==> src/sldf_pkg.sv <==
`default_nettype none

package sldf_pkg;

    localparam logic [7:0]  SYNC_FIRST        = 8'h94;
    localparam logic [7:0]  SYNC_SECOND       = 8'hC3;
    localparam int unsigned HEADER_BYTES      = 4;
    localparam logic [15:0] MAX_PAYLOAD_RESET = 16'd508;

    // Header detector result for the byte being hunted
    typedef struct packed {
        logic        ok;
        logic [15:0] len;
    } t_hdr;

endpackage

`default_nettype wire

==> src/sldf_hunt.sv <==
`default_nettype none

module sldf_hunt (
    input  wire logic         i_clk,
    input  wire logic         i_rst_n,
    input  wire logic         i_en,          // hunting byte accepted this cycle
    input  wire logic [7:0]   i_byte,
    input  wire logic [15:0]  i_max_payload,
    output sldf_pkg::t_hdr    o_hdr
);
    import sldf_pkg::*;

    localparam int unsigned FILL_W = $clog2(HEADER_BYTES);

    logic [7:0]        r_win [HEADER_BYTES-1];
    logic [FILL_W-1:0] r_fill;
    logic [15:0]       w_len;
    logic              w_full;

    // The incoming byte completes the window when three are already held
    assign w_full = (r_fill == FILL_W'(HEADER_BYTES - 1));
    assign w_len  = {r_win[HEADER_BYTES-2], i_byte};

    assign o_hdr.len = w_len;
    assign o_hdr.ok  = w_full && (r_win[0] == SYNC_FIRST) && (r_win[1] == SYNC_SECOND)
                       && (w_len != 16'd0) && (w_len <= i_max_payload);

    always_ff @(posedge i_clk) begin
        if (!i_rst_n) begin
            r_fill <= '0;
        end else if (i_en) begin
            if (!w_full) begin
                r_fill <= r_fill + FILL_W'(1);
            end else if (o_hdr.ok) begin
                r_fill <= '0;
            end
        end
    end

    // Slide on a rejected header; window bytes beyond the fill count are never read
    always_ff @(posedge i_clk) begin
        if (i_en) begin
            if (!w_full) begin
                r_win[r_fill] <= i_byte;
            end else begin
                for (int i = 0; i < HEADER_BYTES - 2; i++) begin
                    r_win[i] <= r_win[i+1];
                end
                r_win[HEADER_BYTES-2] <= i_byte;
            end
        end
    end

    a_fill_range: assert property (@(posedge i_clk) disable iff (!i_rst_n)
        r_fill <= FILL_W'(HEADER_BYTES - 1))
        else $error("hunt window fill out of range");

    a_ok_needs_full: assert property (@(posedge i_clk) disable iff (!i_rst_n)
        (i_en && o_hdr.ok) |=> (r_fill == '0))
        else $error("window not cleared after header match");

endmodule

`default_nettype wire

==> src/sync_length_frame_deframer_core.sv <==
`default_nettype none
// A payload byte appears on the master side in the cycle after its transaction.
// One byte per cycle while the master side takes each result; the output register frees as soon as it is taken,
// so a new byte enters in the cycle its predecessor leaves.
// Header bytes give no result. Reset (synchronous, active low) returns to hunting
// with an empty window and sets max_payload to 508.
module sync_length_frame_deframer_core (
    input  wire logic         i_clk,
    input  wire logic         i_rst_n,
    // configuration write channel
    input  wire logic         i_cfg_valid,
    output logic              o_cfg_ready,
    input  wire logic [15:0]  i_cfg_data,     // max_payload
    // received bytes
    input  wire logic         i_s_tvalid,
    output logic              o_s_tready,
    input  wire logic [7:0]   i_s_tdata,      // [7:0] rx_byte
    // payload bytes
    output logic              o_m_tvalid,
    input  wire logic         i_m_tready,
    output logic [23:0]       o_m_tdata,      // [7:0] payload_byte, [23:8] frame_length
    output logic              o_m_tlast,      // last_of_frame
    output logic              o_m_tuser       // first_of_frame
);
    import sldf_pkg::*;

    logic [15:0] r_max_payload;
    logic [15:0] r_remain, n_remain;
    logic [15:0] r_len, n_len;
    logic        r_out_valid, n_out_valid;
    logic [23:0] r_out_data;
    logic        r_out_last;
    logic        r_out_first;
    logic        w_accept;
    logic        w_in_payload;
    t_hdr        w_hdr;

    assign o_cfg_ready  = 1'b1;
    assign o_s_tready   = !r_out_valid || i_m_tready;
    assign w_accept     = i_s_tvalid && o_s_tready;
    assign w_in_payload = (r_remain != 16'd0);

    sldf_hunt u_hunt (
        .i_clk         (i_clk),
        .i_rst_n       (i_rst_n),
        .i_en          (w_accept && !w_in_payload),
        .i_byte        (i_s_tdata),
        .i_max_payload (r_max_payload),
        .o_hdr         (w_hdr)
    );

    always_comb begin
        n_remain    = r_remain;
        n_len       = r_len;
        n_out_valid = r_out_valid && !i_m_tready;
        if (w_accept) begin
            if (w_in_payload) begin
                n_remain    = r_remain - 16'd1;
                n_out_valid = 1'b1;
            end else if (w_hdr.ok) begin
                n_remain = w_hdr.len;
                n_len    = w_hdr.len;
            end
        end
    end

    always_ff @(posedge i_clk) begin
        if (!i_rst_n) begin
            r_max_payload <= MAX_PAYLOAD_RESET;
            r_remain      <= '0;
            r_len         <= '0;
            r_out_valid   <= 1'b0;
        end else begin
            if (i_cfg_valid) begin
                r_max_payload <= i_cfg_data;
            end
            r_remain    <= n_remain;
            r_len       <= n_len;
            r_out_valid <= n_out_valid;
        end
    end

    // Load the result register only on a payload transaction
    always_ff @(posedge i_clk) begin
        if (w_accept && w_in_payload) begin
            r_out_data  <= {r_len, i_s_tdata};
            r_out_first <= (r_remain == r_len);
            r_out_last  <= (r_remain == 16'd1);
        end
    end

    assign o_m_tvalid = r_out_valid;
    assign o_m_tdata  = r_out_data;
    assign o_m_tlast  = r_out_last;
    assign o_m_tuser  = r_out_first;

    a_remain_le_len: assert property (@(posedge i_clk) disable iff (!i_rst_n)
        (r_remain != 16'd0) |-> (r_len != 16'd0 && r_remain <= r_len))
        else $error("remaining count exceeds frame length");

    a_out_len_nonzero: assert property (@(posedge i_clk) disable iff (!i_rst_n)
        o_m_tvalid |-> (o_m_tdata[23:8] != 16'd0))
        else $error("payload byte with zero frame length");

    a_hdr_loads: assert property (@(posedge i_clk) disable iff (!i_rst_n)
        (w_accept && !w_in_payload && w_hdr.ok) |=> (r_remain == $past(w_hdr.len)))
        else $error("header match did not load the byte count");

    a_no_out_when_hunting: assert property (@(posedge i_clk) disable iff (!i_rst_n)
        (w_accept && !w_in_payload && !(r_out_valid && !i_m_tready)) |=> !o_m_tvalid)
        else $error("result produced for a hunting byte");

endmodule

`default_nettype wire

==> config.mk <==
export PLATFORM = sky130hd
export DESIGN_NAME = sync_length_frame_deframer_core
export DESIGN_NICKNAME = d
export VERILOG_FILES = /design/src/sldf_pkg.sv /design/src/sldf_hunt.sv /design/src/sync_length_frame_deframer_core.sv
export SDC_FILE = /design/constraint.sdc
export NUM_CORES = 1
export LEC_CHECK = 0
export ABC_AREA = 1
export BUFFER_PORTS_ARGS = -buffer_cell sky130_fd_sc_hd__clkbuf_2
export CAP_MARGIN = 15
export CORE_MARGIN = 4
export CORE_UTILIZATION = 59
export CTS_CLUSTER_DIAMETER = 80
export CTS_CLUSTER_SIZE = 24
export DETAILED_ROUTE_END_ITERATION = 7
export HOLD_SLACK_MARGIN = 0.15
export MAX_ROUTING_LAYER = met4
export PLACE_DENSITY = 0.82
export SLEW_MARGIN = 5
export SYNTH_ARGS = -nofsm -noshare
export SYNTH_HDL_FRONTEND = slang
export SYNTH_SLANG_ARGS = --single-unit
==> constraint.sdc <==
create_clock -name i_clk -period 3.92 [get_ports i_clk]
set_input_delay 1.176 -clock i_clk [delete_from_list [all_inputs] [get_ports i_clk]]
set_output_delay 1.176 -clock i_clk [all_outputs]
set_load 0.005 [all_outputs]
=== Word-level counts from Yosys, hierarchy flattened ===
Memory sizes are Yosys's and may differ from the RTL's.
Cells that the tools add are included.

* Register bits: 77
* Latch bits: 0
* RAM bits: 24
* Bits in read-only memories: 0
* Bits of input ports: 29
* Output and inout port bits: 29
* Logic and storage cells: 53
* Memories kept: 1

* Add/sub/neg operators: 2
* Multipliers: 0
* Divide/modulo/power cells: 0
* Order comparisons: 1
* Eq/ne operators: 6
* Shift operators: 0
* Muxes and demuxes: 15
* Bitwise gates (word level): 1
* Reduce and logical (&&, ||, !) cells: 19

{| class="wikitable"
|+ Memories
! memory !! depth !! bits a word !! rd ports !! clocked after memory_dff !! write ports !! line !! RTL
|-
| u_hunt.r_win || 3 || 8 || 3 || 0 || 3 || sldf_hunt.sv:15 || <nowiki>logic [7:0] r_win [HEADER_BYTES-1];</nowiki>
|}

{| class="wikitable"
|+ Operators by type and width
! cell !! number
|-
| 16-bit 2-to-1 mux || 2
|-
| 16-bit nonzero test || 2
|-
| 16-bit by 1-bit == test with 1-bit output, second input constant || 1
|-
| 16-bit == test || 1
|-
| 8-bit == test, second input constant || 2
|-
| 16-bit less-or-equal comparator || 1
|-
| 16-bit by 1-bit subtractor with 16-bit output, second input constant || 1
|-
| 1-bit 2-to-1 mux || 9
|-
| 1-bit logical AND || 8
|-
| 8-bit 2-to-1 mux || 1
|-
| 8-bit OR reduction || 1
|-
| 2-bit 2-to-1 mux || 3
|-
| 2-bit AND reduction || 2
|-
| 1-bit logical NOT || 3
|-
| 3-bit AND reduction || 1
|-
| 2-bit by 1-bit adder with 2-bit output, second input constant || 1
|-
| 2-bit == test, second input constant || 1
|-
| 2-bit by 1-bit inequality test with 1-bit output, second input constant || 1
|-
| 2-bit nonzero test || 1
|-
| 1-bit logical OR || 1
|-
| 1-bit inverter || 1
|}

=== Depth between registers and ports, before layout ===
* Depth after elaboration: 8
* Mapped depth: 17
* Mapped depth without buffers: 16

=== Hierarchy ===
From an unflattened synthesis, not the netlist that was laid out.

* Cell total of the unflattened synthesis: 621
* Area, all modules: 5,092.4 um^2

{| class="wikitable"
|+ Modules (own cells, without submodules)
! module !! instances !! cells each !! area each (um^2) !! seq. area each (um^2)
|-
| sync_length_frame_deframer_core || 1 || 424 || 3,388.2 || 1,761.7
|-
| sldf_hunt || 1 || 197 || 1,704.1 || 760.7
|}

=== Worst setup path after synthesis ===
Ideal clock, no wire load.

* Kind: input to register
* From: in i_m_tready
* To: reg r_remain[10]
* Setup time: 0.116 ns
* Data arrival time: 3.122 ns
* Required time: 3.804 ns
* Slack: 0.682 ns
* Stages: 8
* Path buffers: 1
* Cell sequence: inv_1 nand2_1 nand2_1 nor2_1 inv_2 buf_2 a21boi_0 nor2_1

* Longest elaborated chain between the ends: 3

{| class="wikitable"
|+ RTL lines
! item !! line !! RTL
|-
| from (decl) || sync_length_frame_deframer_core.sv:20 || <nowiki>input wire logic i_m_tready,</nowiki>
|-
| 1-bit logical OR || sync_length_frame_deframer_core.sv:39 || <nowiki>assign o_s_tready = !r_out_valid || i_m_tready;</nowiki>
|-
| named net o_s_tready || sync_length_frame_deframer_core.sv:16 || <nowiki>output logic o_s_tready,</nowiki>
|-
| 1-bit logical AND || sync_length_frame_deframer_core.sv:40 || <nowiki>assign w_accept = i_s_tvalid && o_s_tready;</nowiki>
|-
| 2-bit AND reduction (no line) || -- ||
|-
| to (signal assigned) || sync_length_frame_deframer_core.sv:77 || <nowiki>r_remain <= n_remain;</nowiki>
|-
| to (decl) || sync_length_frame_deframer_core.sv:28 || <nowiki>logic [15:0] r_remain, n_remain;</nowiki>
|}

The timed path passes the listed nets, and every way through them passes these cells.
A chain may end at the register's enable or synchronous reset.

=== Worst setup path in the final report ===
* From: in i_s_tdata[5]
* To: reg r_len[0]

* Longest elaborated chain between the ends: 4
* Elaborated cells between the ends (all ways): 5
* Those cells by class: order compare (1); reduce/logical (4)

{| class="wikitable"
|+ RTL lines
! item !! line !! RTL
|-
| from (decl) || sync_length_frame_deframer_core.sv:17 || <nowiki>input wire logic [7:0] i_s_tdata,</nowiki>
|-
| branches (longest 2 deep; another with 16-bit less-or-equal comparator) || -- ||
|-
| 1-bit logical AND (*) || sldf_hunt.sv:26 || <nowiki>&& (w_len != 16'd0) && (w_len <= i_max_payload);</nowiki>
|-
| 3-bit AND reduction (no line) (*) || -- ||
|-
| to (signal assigned) || sync_length_frame_deframer_core.sv:78 || <nowiki>r_len <= n_len;</nowiki>
|-
| to (decl) || sync_length_frame_deframer_core.sv:29 || <nowiki>logic [15:0] r_len, n_len;</nowiki>
|}

Mark *: on every way between the ends.

==> flow_results.xml <==
<?xml version="1.0" encoding="UTF-8"?>
<metrics>
  <group name="run_status">
    <metric name="run_status" unit="">finished clean</metric>
  </group>
  <group name="critical_path">
    <metric name="critical_path_required" unit="ps">4190</metric>
    <metric name="critical_path.slowest_cell" unit="">sky130_fd_sc_hd__ha_1</metric>
    <metric name="critPathCapture" unit="">r_len[0]</metric>
    <metric name="worst_path_bufs_invs" unit="">1</metric>
    <metric name="cp-end-kind" unit="">flip-flop</metric>
    <metric name="timing.critical_path.mode_cell" unit="">sky130_fd_sc_hd__nand2_1</metric>
    <metric name="worst_path_arrival" unit="ps">3060</metric>
    <metric name="cp-startpoint" unit="">i_s_tdata[5]</metric>
    <metric name="critical_path.max_fanout" unit="">32</metric>
    <metric name="r2r_slack" unit="ps">1270</metric>
    <metric name="cp-start-kind" unit="">input pin</metric>
    <metric name="timing.critical_path.cells" unit="">clkbuf_2 &gt; ha_1 &gt; a21oi_1 &gt; nor2_1 &gt; nor2_1 &gt; nand2_1 &gt; nand2_1 &gt; nand2_1 &gt; nand2_1 &gt; nand3_4 &gt; o21ai_0 &gt; nor2_1</metric>
    <metric name="cp_top_family" unit="">simple AND/OR/NAND/NOR gates</metric>
    <metric name="worstReg2RegEnd" unit="">r_remain[13]</metric>
    <metric name="ff2ff_path_depth" unit="">14</metric>
    <metric name="timing.critical_path.depth" unit="">12</metric>
    <metric name="reg2reg_from" unit="">r_remain[0]</metric>
    <metric name="critPathMaxStageDelay" unit="ps">350</metric>
    <metric name="timing_worst_setup_path_type" unit="">in -&gt; reg</metric>
  </group>
  <group name="clock_tree">
    <metric name="cts_num_sinks" unit="">101</metric>
    <metric name="cts_htree_levels" unit="">3</metric>
    <metric name="post-cts-setup-buffer-count" unit="">0</metric>
    <metric name="ctsResizeCount" unit="">0</metric>
    <metric name="clock_insertion_delay_worst_skew" unit="ps">370</metric>
    <metric name="number_of_buffers_created_by_cts" unit="">9</metric>
    <metric name="cts.reportedPaths.clkPinSlew" unit="ps">100</metric>
    <metric name="ctsLongestPathBuffers" unit="">2</metric>
    <metric name="post_cts_hold_buffer_count" unit="">0</metric>
    <metric name="cts-root-buf" unit="">sky130_fd_sc_hd__clkbuf_8</metric>
    <metric name="cts_tree" unit="">yes</metric>
  </group>
  <group name="synthesis">
    <metric name="netlist_area" unit="sq um">5130</metric>
    <metric name="syn-mean-instance-area" unit="sq um">8.13</metric>
    <metric name="yosys_synthesis_warning_count" unit="">0</metric>
    <metric name="synth_area_leader_cell" unit="">sky130_fd_sc_hd__edfxtp_1</metric>
    <metric name="yosys_register_bits" unit="">101</metric>
    <metric name="synth.distinct_cells" unit="">36</metric>
    <metric name="seq_total_area_yosys" unit="%">49.1</metric>
    <metric name="synthesis.instances" unit="">631</metric>
    <metric name="cells_taking_the_most_area_after_synthesis" unit="">sky130_fd_sc_hd__edfxtp_1 (29%), sky130_fd_sc_hd__dfxtp_1 (20%), sky130_fd_sc_hd__nand2_1 (9.9%)</metric>
    <metric name="synth.net_count" unit="">682</metric>
    <metric name="synth_largest_type_area_fraction" unit="%">29.3</metric>
  </group>
  <group name="placement">
    <metric name="placement.cell_area" unit="sq um">5430</metric>
    <metric name="io_buffer_count" unit="">56</metric>
    <metric name="dp_hpwl" unit="um">8410</metric>
    <metric name="gp_routability_congestion" unit="">0.938</metric>
  </group>
  <group name="power_and_ir_drop">
    <metric name="p_total" unit="mW">2.38</metric>
    <metric name="power_per_cell_area" unit="nW/um^2">423</metric>
    <metric name="max-vdd-ir-drop" unit="mV">0.200</metric>
    <metric name="leakage" unit="nW">2.62</metric>
  </group>
  <group name="grt">
    <metric name="globalRouteTotalUtil" unit="%">24.5</metric>
    <metric name="globalRouteMet1Util" unit="%">34.4</metric>
    <metric name="grt_pass1_vias" unit="">3885</metric>
    <metric name="grt_antenna_before_repair" unit="">0</metric>
    <metric name="gr-usage-met3" unit="%">4.20</metric>
    <metric name="globalRoute.totalOverflow" unit="">0</metric>
    <metric name="grt_busiest_layer" unit="">met2</metric>
    <metric name="grt_start_max_net_pins" unit="">35</metric>
    <metric name="grt_first_pass_wirelength" unit="um">19000</metric>
    <metric name="met2_demand_to_capacity_share_in_global_routing" unit="%">35.9</metric>
  </group>
  <group name="die">
    <metric name="start_util" unit="%">61.5</metric>
    <metric name="core.rowCount" unit="">33</metric>
    <metric name="die-area" unit="sq um">10300</metric>
    <metric name="die-width" unit="um">101</metric>
    <metric name="io_pins" unit="">58</metric>
    <metric name="placeableCoreArea" unit="sq um">8340</metric>
    <metric name="fp.dieH" unit="um">101</metric>
  </group>
  <group name="min_path">
    <metric name="hold-path-cell-count" unit="">2</metric>
    <metric name="worst_hold_path_type" unit="">reg -&gt; reg</metric>
  </group>
  <group name="sta">
    <metric name="timing.final.crit_period" unit="ps">2800</metric>
    <metric name="setup_total_negative_slack" unit="ps">0</metric>
    <metric name="clock_skew" unit="ps">8.46</metric>
    <metric name="fin_crit_sh" unit="%">71.4</metric>
    <metric name="hold_viol" unit="">0</metric>
    <metric name="rsz0062_at_grt" unit="">no</metric>
    <metric name="max_freq" unit="MHz">357</metric>
    <metric name="final_max_slew_viol_count" unit="">0</metric>
    <metric name="setup_violations" unit="">0</metric>
    <metric name="worst_slew_margin_rel" unit="%">43.6</metric>
    <metric name="tightestPinTransition" unit="ps">842</metric>
  </group>
  <group name="final_layout">
    <metric name="nets" unit="">729</metric>
    <metric name="flow.area_growth_from_synthesis" unit="%">9.75</metric>
    <metric name="drive_gt1_share" unit="%">12.7</metric>
    <metric name="final_cell_area" unit="sq um">5630</metric>
    <metric name="finish.utilization" unit="%">67.5</metric>
    <metric name="insertedDiodeCount" unit="">0</metric>
    <metric name="nFillCells" unit="">683</metric>
  </group>
  <group name="routing">
    <metric name="vias_per_cell" unit="">5.46</metric>
    <metric name="drtIter0Drc" unit="">418</metric>
    <metric name="detail_route.first_pass.iterations" unit="">6</metric>
    <metric name="postRouteAntennaNets" unit="">0</metric>
    <metric name="drc_errors" unit="">0</metric>
    <metric name="wirelength" unit="um">11800</metric>
    <metric name="dr_total_vias" unit="">4301</metric>
    <metric name="routedWlPerCell" unit="um">15.0</metric>
  </group>
  <group name="run">
    <metric name="maxCapViolations" unit="">0</metric>
  </group>
</metrics>
[layer usage]
layer	vias up	part of all wire, %
li1	2122	-
met3	32	9.3
met2	201	45
met1	1946	43
met5	-	0
met4	0	2.6
[cell usage in the layout (no fill, tap or decap), types with 3 or more instances in the layout]
cell type | Yosys | final
sky130_fd_sc_hd__a21oi_1 | 39 | 39
sky130_fd_sc_hd__buf_4 | 1 | 3
sky130_fd_sc_hd__clkbuf_2 | 0 | 56
sky130_fd_sc_hd__clkbuf_8 | 0 | 9
sky130_fd_sc_hd__dfxtp_1 | 51 | 51
sky130_fd_sc_hd__edfxtp_1 | 50 | 50
sky130_fd_sc_hd__ha_1 | 22 | 22
sky130_fd_sc_hd__inv_1 | 87 | 87
sky130_fd_sc_hd__nand2_1 | 136 | 136
sky130_fd_sc_hd__nand3_1 | 35 | 35
sky130_fd_sc_hd__nand4_1 | 10 | 10
sky130_fd_sc_hd__nor2_1 | 84 | 83
sky130_fd_sc_hd__nor3_1 | 5 | 5
sky130_fd_sc_hd__nor4_1 | 4 | 4
sky130_fd_sc_hd__o21ai_0 | 41 | 41
sky130_fd_sc_hd__o21ai_1 | 11 | 11
sky130_fd_sc_hd__xor2_1 | 13 | 13
[metrics by stage]
stage / setup slack (ps) / std cells / hold slack, ps
2_1_floorplan: 682 / 631 / 430
3_3_place_gp: 874 / 772 / 455
3_5_place_dp: 805 / 772 / 452
4_1_cts: 1150 / 788 / 475
5_1_grt: 861 / 788 / 490
6_report: 1120 / 788 / 473
[cell families after synthesis]
family | count (synthesis) | synth area share [%]
adder cells (fa/ha/maj) | 22 | 5.36
AO/OA/AOI/OAI | 95 | 9.43
flip-flops | 101 | 49.1
other | 1 | 0.0731
AND/OR/NAND/NOR | 286 | 24.4
XOR/XNOR | 14 | 2.39
buffers and inverters | 112 | 9.21
[state kept, by name, indices dropped and copies added (netlist names), 2 cells and up]
name and count:
o_m_tdata 24, r_len 16, r_max_payload 16, r_remain 16, u_hunt.r_fill 2, u_hunt.r_win 24
[how the worst min path moves through the flow]
stage | startpoint | endpoint | slack [ps]
floorplan | r_len[6] | o_m_tdata[14] | 430
finish | r_max_payload[5] | r_max_payload[5] | 470
CTS | r_max_payload[5] | r_max_payload[5] | 470
global route | r_max_payload[13] | r_max_payload[13] | 490
detailed placement | r_len[7] | o_m_tdata[15] | 450
global placement | r_max_payload[5] | r_max_payload[5] | 460
[worst register-to-register path: stages, from the launching register on]
cell and delay, ps:
sky130_fd_sc_hd__dfxtp_1 390, sky130_fd_sc_hd__inv_1 140, sky130_fd_sc_hd__ha_1 220, sky130_fd_sc_hd__nand2_2 110, sky130_fd_sc_hd__nor2_4 170, sky130_fd_sc_hd__nand2_4 100
sky130_fd_sc_hd__nor2_8 280, sky130_fd_sc_hd__nor2_2 60, sky130_fd_sc_hd__buf_4 250, sky130_fd_sc_hd__inv_2 460, sky130_fd_sc_hd__nor2_1 90, sky130_fd_sc_hd__nor2_1 110
sky130_fd_sc_hd__nand2_1 50, sky130_fd_sc_hd__nand2_1 60, sky130_fd_sc_hd__nor2_1 40
[where the power goes]
group	total [mW]	switching [mW]	internal (mW)
combinational	0.494	0.315	0.179
clock	0.663	0.384	0.279
sequential	1.22	0.0473	1.18
[synth_stat cells, drive strengths merged]
master	n
o21ai	52
or2	1
o22ai	1
a21boi	1
and3	1
nand2	139
a21o	1
a21oi	39
inv	88
nor4	4
buf	16
and2	1
o211ai	1
ha	22
clkbuf	7
edfxtp	50
conb	1
xor2	13
nor3	5
nand4	11
dfxtp	51
clkinv	1
nor2	87
xnor2	1
nand3	37
[area by class of cell]
cell class                      instances  area (sq um)  area share [%]
Clock buffer                           10           149            2.64
Clock inverter                          6          52.6           0.933
Inverter                               89           335            5.95
Multi-Input combinational cell        418          2140            38.0
Sequential cell                       101          2520            44.8
Tap cell                              105           131            2.33
Timing Repair Buffer                   59           303            5.38
(Power assumes the default switching activity.)
